<file path="src/hw/rtl/h2r_pkg.sv">
package h2r_pkg;

	localparam int HUE_W = 9;
	localparam int PCT_W = 7;
	localparam int CH_W  = 8;
	localparam int FRAC_W = 6;
	localparam int QUO_W  = 4;

	localparam int PCT_MAX_I    = 100;
	localparam int SECTOR_DEG_I = 60;
	localparam int SECTORS_I    = 6;
	localparam int FULL_SCALE_I = 255;
	// Largest hue / 60 that a 9-bit hue can produce.
	localparam int QUO_MAX      = ((1 << HUE_W) - 1) / SECTOR_DEG_I;

	localparam logic [PCT_W-1:0] PCT_MAX = PCT_W'(PCT_MAX_I);

	// Widths of the intermediate terms.
	localparam int A_W  = 15;	// 255 * V, at most 25500
	localparam int NQ_W = 13;	// 6000 - F * S, at most 6000
	localparam int PP_W = 22;	// 255 * V * (100 - S)
	localparam int PQ_W = 28;	// 255 * V * (6000 - F * S)
	localparam int PV_W = 31;	// 255 * V times its reciprocal

	localparam int QT_FULL_I = PCT_MAX_I * SECTOR_DEG_I;

	// Reciprocals ceil(2^(N+l) / d) give an exact floor division for N-bit dividends.
	localparam int V_SHIFT = 22;	// d = 100, N = 15, l = 7
	localparam logic [15:0] V_RECIP = 16'd41944;
	localparam int P_SHIFT = 36;	// d = 10000, N = 22, l = 14
	localparam logic [22:0] P_RECIP = 23'd6871948;
	localparam int Q_SHIFT = 48;	// d = 600000, N = 28, l = 20
	localparam logic [28:0] Q_RECIP = 29'd469124962;

	localparam int VM_W = A_W + 16;
	localparam int PM_W = PP_W + 23;
	localparam int QM_W = PQ_W + 29;

	typedef enum logic [2:0] {
		SEC_RED_TO_YELLOW   = 3'd0,
		SEC_YELLOW_TO_GREEN = 3'd1,
		SEC_GREEN_TO_CYAN   = 3'd2,
		SEC_CYAN_TO_BLUE    = 3'd3,
		SEC_BLUE_TO_MAGENTA = 3'd4,
		SEC_MAGENTA_TO_RED  = 3'd5
	} sector_t;

	typedef struct packed {
		sector_t           sector;
		logic [FRAC_W-1:0] frac;
		logic [PCT_W-1:0]  sat;
		logic [PCT_W-1:0]  val;
	} s1_t;

	typedef struct packed {
		sector_t          sector;
		logic [A_W-1:0]   a;
		logic [PCT_W-1:0] np;
		logic [NQ_W-1:0]  nq;
		logic [NQ_W-1:0]  nt;
	} s2_t;

	typedef struct packed {
		sector_t         sector;
		logic [PP_W-1:0] pp;
		logic [PQ_W-1:0] pq;
		logic [PQ_W-1:0] pt;
		logic [PV_W-1:0] pv;
	} s3_t;

	typedef struct packed {
		sector_t         sector;
		logic [CH_W-1:0] cv;
		logic [CH_W-1:0] cp;
		logic [CH_W-1:0] cq;
		logic [CH_W-1:0] ct;
	} s4_t;

	// Stage handshake: the stage loads when en is high.
	typedef struct packed {
		logic valid;
		logic en;
	} stage_ctl_t;

endpackage

</file>
<file path="src/hw/rtl/h2r_sector.sv">
module h2r_sector (
	input  logic                      clk,
	input  logic                      arst_n,
	input  h2r_pkg::stage_ctl_t       ctl,
	input  logic [h2r_pkg::HUE_W-1:0] hue,
	input  logic [h2r_pkg::PCT_W-1:0] sat,
	input  logic [h2r_pkg::PCT_W-1:0] val,
	output logic                      valid_s1,
	output h2r_pkg::s1_t              data_s1
);
	import h2r_pkg::*;

	logic [PCT_W-1:0] sat_c;
	logic [PCT_W-1:0] val_c;
	logic [QUO_W-1:0] quo;
	logic [HUE_W-1:0] quo_deg;
	logic [QUO_W-1:0] sec_raw;

	always_comb begin
		sat_c = (sat > PCT_MAX) ? PCT_MAX : sat;
		val_c = (val > PCT_MAX) ? PCT_MAX : val;
		// The thresholds are independent compares; the last one met gives hue / 60.
		quo = '0;
		for (int k = 1; k <= QUO_MAX; k++) begin
			if (hue >= HUE_W'(k * SECTOR_DEG_I)) begin
				quo = QUO_W'(k);
			end
		end
		quo_deg = HUE_W'(quo) * HUE_W'(SECTOR_DEG_I);
		sec_raw = (quo >= QUO_W'(SECTORS_I)) ? quo - QUO_W'(SECTORS_I) : quo;
	end

	always_ff @(posedge clk or negedge arst_n) begin
		if (!arst_n) begin
			valid_s1 <= 1'b0;
		end else if (ctl.en) begin
			valid_s1 <= ctl.valid;
		end
	end

	always_ff @(posedge clk) begin
		if (ctl.en) begin
			data_s1.sector <= sector_t'(sec_raw[2:0]);
			data_s1.frac   <= FRAC_W'(hue - quo_deg);
			data_s1.sat    <= sat_c;
			data_s1.val    <= val_c;
		end
	end

endmodule

</file>
<file path="src/hw/rtl/h2r_terms.sv">
module h2r_terms (
	input  logic                clk,
	input  logic                arst_n,
	input  h2r_pkg::stage_ctl_t ctl,
	input  h2r_pkg::s1_t        data_s1,
	output logic                valid_s2,
	output h2r_pkg::s2_t        data_s2
);
	import h2r_pkg::*;

	logic [NQ_W-1:0] fq;
	logic [NQ_W-1:0] ft;

	always_comb begin
		fq = NQ_W'(data_s1.frac) * NQ_W'(data_s1.sat);
		ft = NQ_W'(FRAC_W'(SECTOR_DEG_I) - data_s1.frac) * NQ_W'(data_s1.sat);
	end

	always_ff @(posedge clk or negedge arst_n) begin
		if (!arst_n) begin
			valid_s2 <= 1'b0;
		end else if (ctl.en) begin
			valid_s2 <= ctl.valid;
		end
	end

	always_ff @(posedge clk) begin
		if (ctl.en) begin
			data_s2.sector <= data_s1.sector;
			data_s2.a      <= A_W'(data_s1.val) * A_W'(FULL_SCALE_I);
			data_s2.np     <= PCT_MAX - data_s1.sat;
			data_s2.nq     <= NQ_W'(QT_FULL_I) - fq;
			data_s2.nt     <= NQ_W'(QT_FULL_I) - ft;
		end
	end

endmodule

</file>
<file path="src/hw/rtl/h2r_prod.sv">
module h2r_prod (
	input  logic                clk,
	input  logic                arst_n,
	input  h2r_pkg::stage_ctl_t ctl,
	input  h2r_pkg::s2_t        data_s2,
	output logic                valid_s3,
	output h2r_pkg::s3_t        data_s3
);
	import h2r_pkg::*;

	always_ff @(posedge clk or negedge arst_n) begin
		if (!arst_n) begin
			valid_s3 <= 1'b0;
		end else if (ctl.en) begin
			valid_s3 <= ctl.valid;
		end
	end

	// Four independent products, each one multiplier deep.
	always_ff @(posedge clk) begin
		if (ctl.en) begin
			data_s3.sector <= data_s2.sector;
			data_s3.pp     <= PP_W'(data_s2.a) * PP_W'(data_s2.np);
			data_s3.pq     <= PQ_W'(data_s2.a) * PQ_W'(data_s2.nq);
			data_s3.pt     <= PQ_W'(data_s2.a) * PQ_W'(data_s2.nt);
			data_s3.pv     <= PV_W'(data_s2.a) * PV_W'(V_RECIP);
		end
	end

endmodule

</file>
<file path="src/hw/rtl/h2r_scale.sv">
module h2r_scale (
	input  logic                clk,
	input  logic                arst_n,
	input  h2r_pkg::stage_ctl_t ctl,
	input  h2r_pkg::s3_t        data_s3,
	output logic                valid_s4,
	output h2r_pkg::s4_t        data_s4
);
	import h2r_pkg::*;

	logic [PM_W-1:0] mp;
	logic [QM_W-1:0] mq;
	logic [QM_W-1:0] mt;

	// Division by a constant as a multiply by its reciprocal; the quotient is a bit field.
	always_comb begin
		mp = PM_W'(data_s3.pp) * PM_W'(P_RECIP);
		mq = QM_W'(data_s3.pq) * QM_W'(Q_RECIP);
		mt = QM_W'(data_s3.pt) * QM_W'(Q_RECIP);
	end

	always_ff @(posedge clk or negedge arst_n) begin
		if (!arst_n) begin
			valid_s4 <= 1'b0;
		end else if (ctl.en) begin
			valid_s4 <= ctl.valid;
		end
	end

	always_ff @(posedge clk) begin
		if (ctl.en) begin
			data_s4.sector <= data_s3.sector;
			data_s4.cv     <= data_s3.pv[V_SHIFT +: CH_W];
			data_s4.cp     <= mp[P_SHIFT +: CH_W];
			data_s4.cq     <= mq[Q_SHIFT +: CH_W];
			data_s4.ct     <= mt[Q_SHIFT +: CH_W];
		end
	end

endmodule

</file>
<file path="src/hw/rtl/hsv_to_rgb_converter.sv">
// HSV to RGB converter. Each input word carries a hue in degrees, a saturation
// percent and a value percent; each output word carries 8-bit red, green and blue,
// each the truncated 255 times its component. Percentages above 100 count as 100
// and hue wraps every 360 degrees. The block takes one word per clock while the
// output is not stalled and passes it through a five-stage pipeline (sector split,
// terms, products, reciprocal scaling, channel select into the output register).
// When the output is stalled, stages fill up behind it and input ready drops only
// once every stage holds a word.
module hsv_to_rgb_converter (
	input  logic        clk,
	input  logic        arst_n,
	input  logic        s_axis_tvalid,
	output logic        s_axis_tready,
	input  logic [23:0] s_axis_tdata,	// hue_degrees[8:0], saturation_pct[15:9], value_pct[22:16]
	output logic        m_axis_tvalid,
	input  logic        m_axis_tready,
	output logic [23:0] m_axis_tdata	// red[7:0], green[15:8], blue[23:16]
);
	import h2r_pkg::*;

	logic       valid_s1, valid_s2, valid_s3, valid_s4, valid_s5;
	logic       en1, en2, en3, en4, en5;
	s1_t        data_s1;
	s2_t        data_s2;
	s3_t        data_s3;
	s4_t        data_s4;
	logic [CH_W-1:0] red_s5, green_s5, blue_s5;
	logic [CH_W-1:0] red_d, green_d, blue_d;
	stage_ctl_t ctl1, ctl2, ctl3, ctl4;

	// A stage loads when it is empty or when the one after it loads.
	assign en5 = !valid_s5 || m_axis_tready;
	assign en4 = !valid_s4 || en5;
	assign en3 = !valid_s3 || en4;
	assign en2 = !valid_s2 || en3;
	assign en1 = !valid_s1 || en2;

	assign s_axis_tready = en1;

	assign ctl1 = '{valid: s_axis_tvalid, en: en1};
	assign ctl2 = '{valid: valid_s1, en: en2};
	assign ctl3 = '{valid: valid_s2, en: en3};
	assign ctl4 = '{valid: valid_s3, en: en4};

	h2r_sector u_sector (
		.clk      (clk),
		.arst_n   (arst_n),
		.ctl      (ctl1),
		.hue      (s_axis_tdata[8:0]),
		.sat      (s_axis_tdata[15:9]),
		.val      (s_axis_tdata[22:16]),
		.valid_s1 (valid_s1),
		.data_s1  (data_s1)
	);

	h2r_terms u_terms (
		.clk      (clk),
		.arst_n   (arst_n),
		.ctl      (ctl2),
		.data_s1  (data_s1),
		.valid_s2 (valid_s2),
		.data_s2  (data_s2)
	);

	h2r_prod u_prod (
		.clk      (clk),
		.arst_n   (arst_n),
		.ctl      (ctl3),
		.data_s2  (data_s2),
		.valid_s3 (valid_s3),
		.data_s3  (data_s3)
	);

	h2r_scale u_scale (
		.clk      (clk),
		.arst_n   (arst_n),
		.ctl      (ctl4),
		.data_s3  (data_s3),
		.valid_s4 (valid_s4),
		.data_s4  (data_s4)
	);

	always_comb begin
		case (data_s4.sector)
			SEC_RED_TO_YELLOW: begin
				red_d = data_s4.cv; green_d = data_s4.ct; blue_d = data_s4.cp;
			end
			SEC_YELLOW_TO_GREEN: begin
				red_d = data_s4.cq; green_d = data_s4.cv; blue_d = data_s4.cp;
			end
			SEC_GREEN_TO_CYAN: begin
				red_d = data_s4.cp; green_d = data_s4.cv; blue_d = data_s4.ct;
			end
			SEC_CYAN_TO_BLUE: begin
				red_d = data_s4.cp; green_d = data_s4.cq; blue_d = data_s4.cv;
			end
			SEC_BLUE_TO_MAGENTA: begin
				red_d = data_s4.ct; green_d = data_s4.cp; blue_d = data_s4.cv;
			end
			default: begin
				red_d = data_s4.cv; green_d = data_s4.cp; blue_d = data_s4.cq;
			end
		endcase
	end

	always_ff @(posedge clk or negedge arst_n) begin
		if (!arst_n) begin
			valid_s5 <= 1'b0;
		end else if (en5) begin
			valid_s5 <= valid_s4;
		end
	end

	always_ff @(posedge clk) begin
		if (en5) begin
			red_s5   <= red_d;
			green_s5 <= green_d;
			blue_s5  <= blue_d;
		end
	end

	assign m_axis_tvalid = valid_s5;
	assign m_axis_tdata  = {blue_s5, green_s5, red_s5};

	// A ready output frees every stage behind it.
	a_ready_chain: assert property (@(posedge clk) disable iff (!arst_n)
		m_axis_tready |-> s_axis_tready)
		else $error("input stalled while output is ready");

	// A new output word must come out of a full fourth stage.
	a_out_source: assert property (@(posedge clk) disable iff (!arst_n)
		$rose(m_axis_tvalid) |-> $past(valid_s4))
		else $error("output word appeared without a word in stage four");

	// A held first stage keeps its word.
	a_s1_hold: assert property (@(posedge clk) disable iff (!arst_n)
		(valid_s1 && !s_axis_tready) |=> valid_s1)
		else $error("stage one dropped a word while stalled");

endmodule
</file>
<file path="config.mk">
export PLATFORM = sky130hd
export DESIGN_NAME = hsv_to_rgb_converter
export DESIGN_NICKNAME = d
export VERILOG_FILES = /design/src/hw/rtl/h2r_pkg.sv /design/src/hw/rtl/h2r_sector.sv /design/src/hw/rtl/h2r_terms.sv /design/src/hw/rtl/h2r_prod.sv /design/src/hw/rtl/h2r_scale.sv /design/src/hw/rtl/hsv_to_rgb_converter.sv
export SDC_FILE = /design/constraint.sdc
export NUM_CORES = 2
export LEC_CHECK = 0
export BUFFER_PORTS_ARGS = -buffer_cell sky130_fd_sc_hd__buf_2
export CORE_MARGIN = 2
export CORE_UTILIZATION = 54
export DETAILED_ROUTE_END_ITERATION = 10
export PLACE_DENSITY_LB_ADDON = 0.12
export SYNTH_ARGS = -nofsm -noshare
export SYNTH_HDL_FRONTEND = slang
export SYNTH_SLANG_ARGS = --single-unit
</file>
<file path="constraint.sdc">
create_clock -name clk -period 11.6 [get_ports clk]
set_input_delay 0 -clock clk [delete_from_list [all_inputs] [get_ports clk]]
set_output_delay 0 -clock clk [all_outputs]
set_load 0.03 [all_outputs]
</file>
Yosys cells after proc, flatten, opt, wreduce, memory -nomap -nowiden. Index checks and enable logic that the tools add are counted.

Add/subtract/negate cells: 6. $mul: 11. Order comparisons: 11. Equality and inequality tests: 4. Multiplexer cells: 12. Reductions and logical operators: 15.

Operator list (count): $mul 28x28->55 const B (2); $pmux 8 s3 (3); $mul 15x13->28 (2); $mul 22x21->42 const B (1); $ge 9x9->1 const B (4); $mux 4 (7); $mul 15x13->27 const B (1); $sub 13x13->13 const A (2); $mul 15x7->22 (1); $ge 9x8->1 const B (2); $mul 7x8->15 const B (1); $gt 7x7->1 const B (2); $mul 13x7->13 (1); $mul 6x7->13 (1); $ge 9x6->1 const B (1); $ge 9x7->1 const B (1); $reduce_or 2->1 (4); $sub 6x6->7 const A (1); $sub 7x7->7 const A (1); $eq 3x2->1 const B (2); $sub 6x6->6 (1); $logic_not 1->1 (5); $logic_or 1x1->1 (5); $ge 4x3->1 const B (1); other kinds (7) (7).

Register bits: 246. Input port bits: 28. Output and inout port bits: 26. Logic and storage cells: 86.

Longest topological paths before layout.
Depth in word-level cells: 11. Depth in mapped cells: 25. Mapped depth without buffers: 24.

Modules after synthesis. From an unflattened synthesis, not the netlist that was laid out.

Cell total of the unflattened synthesis: 6939. Area, all modules: 67584.8 sq um.

By module, submodules not included: h2r_scale (times used 1, cells each 3523, area each 34642.0 sq um, seq. area each 1076.0 sq um); h2r_prod (times used 1, cells each 2533, area each 23699.0 sq um, seq. area each 3298.2 sq um); h2r_terms (times used 1, cells each 610, area each 6168.4 sq um, seq. area each 1526.5 sq um); hsv_to_rgb_converter (times used 1, cells each 167, area each 1814.2 sq um, seq. area each 745.7 sq um); h2r_sector (times used 1, cells each 106, area each 1261.2 sq um, seq. area each 715.7 sq um).

Least setup slack after synthesis. Ideal clock, no wire load.

Path kind: reg-to-reg. Start: reg, netlist name u_prod.data_s3[31]. End: reg, netlist name u_scale.data_s4[15]. Library setup time: 0.260 ns. Arrival time: 6.138 ns. Data required time: 11.340 ns. Setup slack: 5.202 ns. Cell stages (with the launch flop): 22. Path buffers: 0. Period minus slack after synthesis: 6.398 ns. Cell sequence: edfxtp_1 -> fa_1 -> inv_1 -> fa_1 -> inv_1 -> fa_1 -> fa_1 -> fa_1 -> fa_1 -> inv_1 -> fa_1 -> inv_1 -> ha_1 -> and3_1 -> a221oi_1 -> o21bai_1 -> a31o_2 -> a211oi_1 -> a21oi_1 -> a211oi_1 -> o21bai_1 -> xnor2_1.

Final worst setup path.
Start: reg, netlist name u_prod.data_s3[37]. End: reg, netlist name u_scale.data_s4[6].

Cells in the longest elaborated chain, start to end: 1.

RTL lines: $mul 28x28->55 (RTL line h2r_scale.sv:19) `mt = QM_W'(data_s3.pt) * QM_W'(Q_RECIP);`; net u_scale.mt[54] (RTL line h2r_scale.sv:13) `logic [QM_W-1:0] mt;`.

The timed path passes the listed nets, and every way through them passes these cells. A chain may end at the register's enable or synchronous reset.

==> results by group <==
Setup path
  • Reg-to-Reg Start: u_prod.data_s3[37]
  • RR Endpoint: u_scale.data_s4[6]
  • Max FO, Critical Path: 6
  • CP required: 11,930 ps
  • Crit path arrival time: 8470 ps
  • CP Capture Type: register
  • Crit Path Class: reg2reg
  • Worst setup SP type: register
  • R2r worst-path depth: 24
  • Setup slack, reg-to-reg: 3460 ps

Floorplanning
  • Die area: approximately 120,000 µm²
  • Initial Utilization: 54.5%
  • Number of I/O pins: 54
  • Core area: ~120,000 µm²
  • Die Y: between 300 and 400 µm
  • Site Rows: 125
  • Die width: ~350 µm

STA
  • Rel. slew slack: ~22%
  • Max Clk Rate: 123 MHz
  • Count of final setup violators: 0
  • Post-layout minimum cycle time: 8140 ps
  • Final Hold Viols: 0
  • Total Neg Setup Slack: 0 ps
  • Crit share post-route: 70.2%
  • Worst slew pin tran: 1160 ps
  • RSZ-0062 raised after global routing: false
  • Max Slew Vio Count: 0
  • Worst Clk Skew: 44.8 ps

Placement
  • Post-DP HPWL: roughly 130,000 µm
  • # port buffers: 52
  • Gpl congestion: 0.957

Min path
  • Hold_sp: s_axis_tdata[1]
  • Terminating pin of the worst hold path: u_sector.data_s1[15]
  • Hold Path Depth: 2
  • Tightest Hold Check Type: in2reg

Detailed routing
  • DRT iter0 DRCs: roughly 2,100
  • DRC: 0
  • Wire per inst: 18.7 µm
  • 1st-pass router iterations: 5
  • Via count: 40,545
  • Final ANT Viol Nets: 0
  • Vias per cell: 5.14
  • Final WL: 147,000 µm

Status
  • Outcome: completed

Clock tree
  • Clk root buf: clkbuf_16
  • Num Clock Sinks: about 230
  • H-Tree Depth: 1
  • Num CTS Buffers: 30
  • CTS tree: built
  • Clock Latency Late Sink: 640 ps
  • Worst-path clk slew: 70 ps
  • CTS Buffer Depth: 3

Yosys
  • Yosys warns: 0
  • Top_reg_cell synth: edfxtp_1
  • Post-synthesis cell count: 6,324
  • Syn avg cell area: 10.0 µm²
  • Post-synth EDFFs: 220
  • Library cells used by synthesis: 72
  • Syn nets: 8,702
  • Post-synthesis cell area: 63,300 µm²
  • Flip-flop and latch count after synthesis: 225
  • Asr flop ratio synth: 2.22%
  • Register area share after synthesis: between 10% and 20%

Finish
  • Most frequent cells in the layout: inv_1 (1,957), fa_1 (1,265), ha_1 (1,085), nand2_1 (419), and2_1 (231)
  • Final #Nets: 8,720
  • Layout cells sized above 1: roughly 2.5%
  • Area Overhead vs Synth: 5.09%
  • Most common cell after layout, fill and taps aside: inv_1

Global routing
  • First-pass GRT wire length: ~240,000 µm
  • Initial antenna violation count: 1
  • Pin count of the biggest net entering global routing: 71
  • Met3 Use GR: 2.55%
  • Gr ovfl total: 0
  • Top Usage Layer GRT: met2
  • Vias in the first global route: 44,396
  • Met2 Track Usage GR: 44.2%
  • Grt met1 use: 35.9%
  • Global-route total usage across every layer: 25.9%

Run
  • # Max-Cap Violations: 0
==> area by class of cell <==
cell class	count	area (µm²)
Antenna cell	1	2.50
Clock buffer	33	762
Clock inverter	21	235
Fill cell	10264	49600
Inverter	1957	7350
Multi-Input combinational cell	4020	48800
Sequential cell	225	6730
Tap cell	1524	1910
Timing Repair Buffer	108	763
==> cells by family after synthesis <==
logic type | count (synthesis) | share of synthesized area, %
buffers and inverters | 2079 | 12.3
DFF | 225 | 10.6
adders and majority gates | 2352 | 61.4
xor gates and xnor gates | 211 | 2.92
AOI/OAI and AO/OA | 473 | 4.90
muxes | 40 | 0.662
and+or+nand+nor | 944 | 7.13
==> timing repair <==
item,4_1_cts,5_1_grt
hold buffers,33,0
hold endpoints to repair,30,0
resized for setup,0,0
setup buffers,0,0
==> cell usage after synthesis (3+ instances only) <==
cell	number	area share, %
nand3b_1	4	0.047
mux2i_1	25	0.40
nor3_1	24	0.19
a211oi_1	25	0.30
o21ai_0	83	0.66
and4_1	3	0.041
nor2_1	113	0.67
fa_1	1265	40
a21oi_1	133	1.1
inv_1	1957	12
and2_1	231	2.3
a32oi_1	7	0.097
ha_1	1085	21
edfxtp_1	220	10
xor2_1	62	0.86
a31oi_1	11	0.11
nand3_1	39	0.31
o21a_1	29	0.34
dfrtp_1	5	0.20
a2111oi_0	3	0.041
a21boi_0	3	0.036
xnor2_1	149	2.1
nand2b_1	13	0.13
o22ai_1	5	0.049
nor4_1	5	0.049
a211o_1	5	0.069
nor2b_1	40	0.40
o211ai_1	9	0.11
buf_1	4	0.024
mux2_2	15	0.27
o21bai_1	40	0.47
nand2_1	420	2.5
o21ai_1	3	0.024
a21o_1	74	0.88
clkbuf_1	118	0.70
or4_1	3	0.036
nand4_1	16	0.16
o31ai_1	6	0.071
or2_2	10	0.099
and3_1	17	0.17
o41ai_1	3	0.041
==> worst max-delay path by stage <==
| stage | start | to | cells past startpoint |
|---|---|---|---|
| floorplan | u_prod.data_s3[31] | u_scale.data_s4[15] | 21 |
| global placement | u_prod.data_s3[38] | u_scale.data_s4[6] | 24 |
| detailed placement | u_prod.data_s3[37] | u_scale.data_s4[6] | 24 |
| CTS | u_prod.data_s3[37] | u_scale.data_s4[6] | 24 |
| global route | u_prod.data_s3[37] | u_scale.data_s4[0] | 22 |
| finish | u_prod.data_s3[37] | u_scale.data_s4[6] | 24 |
==> metrics by stage <==
step | setup WS, ps | util [%] | area (µm²) | hold slack [ps] | cells
after floorplan | 5200 | - | 63300 | -296 | 6324
after global routing | 3190 | 57.3 | 66600 | 49.4 | 7888
final | 3460 | 57.3 | 66600 | 73.9 | 7889
after detailed placement | 3610 | 56.1 | 65200 | -176 | 7801
after global placement | 3660 | 56.1 | 65200 | -180 | 7801
after CTS | 3560 | 57.3 | 66600 | 22.4 | 7888
==> per-layer routing <==
layer | vias to the layer above | part of all wire (%)
met5 | - | 0
met3 | 161 | 4.0
met4 | 0 | 2.7
met2 | 722 | 48
met1 | 20516 | 45
li1 | 19146 | -
==> registers in the layout, indices dropped and copies added, names as in the netlist <==
name               flops
blue_s5                8
green_s5               8
m_axis_tvalid          1
red_s5                 8
u_prod.data_s3        88
u_prod.valid_s3        1
u_scale.data_s4       35
u_scale.valid_s4       1
u_sector.data_s1      23
u_sector.valid_s1      1
u_terms.data_s2       50
u_terms.valid_s2       1
==> worst max-delay path, stage by stage, from the launching register on <==
cell and delay [ps]:
edfxtp_1 570, inv_1 200, fa_1 740, xor2_1 120, ha_1 200, o21bai_1 170, ha_1 300, inv_1 50
fa_1 470, inv_1 40, ha_1 280, fa_1 540, inv_1 50, fa_1 470, inv_1 40, ha_1 300
a2111oi_0 640, o21ai_0 190, a211oi_1 570, a211oi_1 260, a2111oi_2 700, o31ai_1 300, o21a_1 250, nor2_1 110
xnor2_1 300
Power is left out: the tool's default activity adds up to more than one toggle a clock period on the data nets, which glitch-free logic cannot reach.
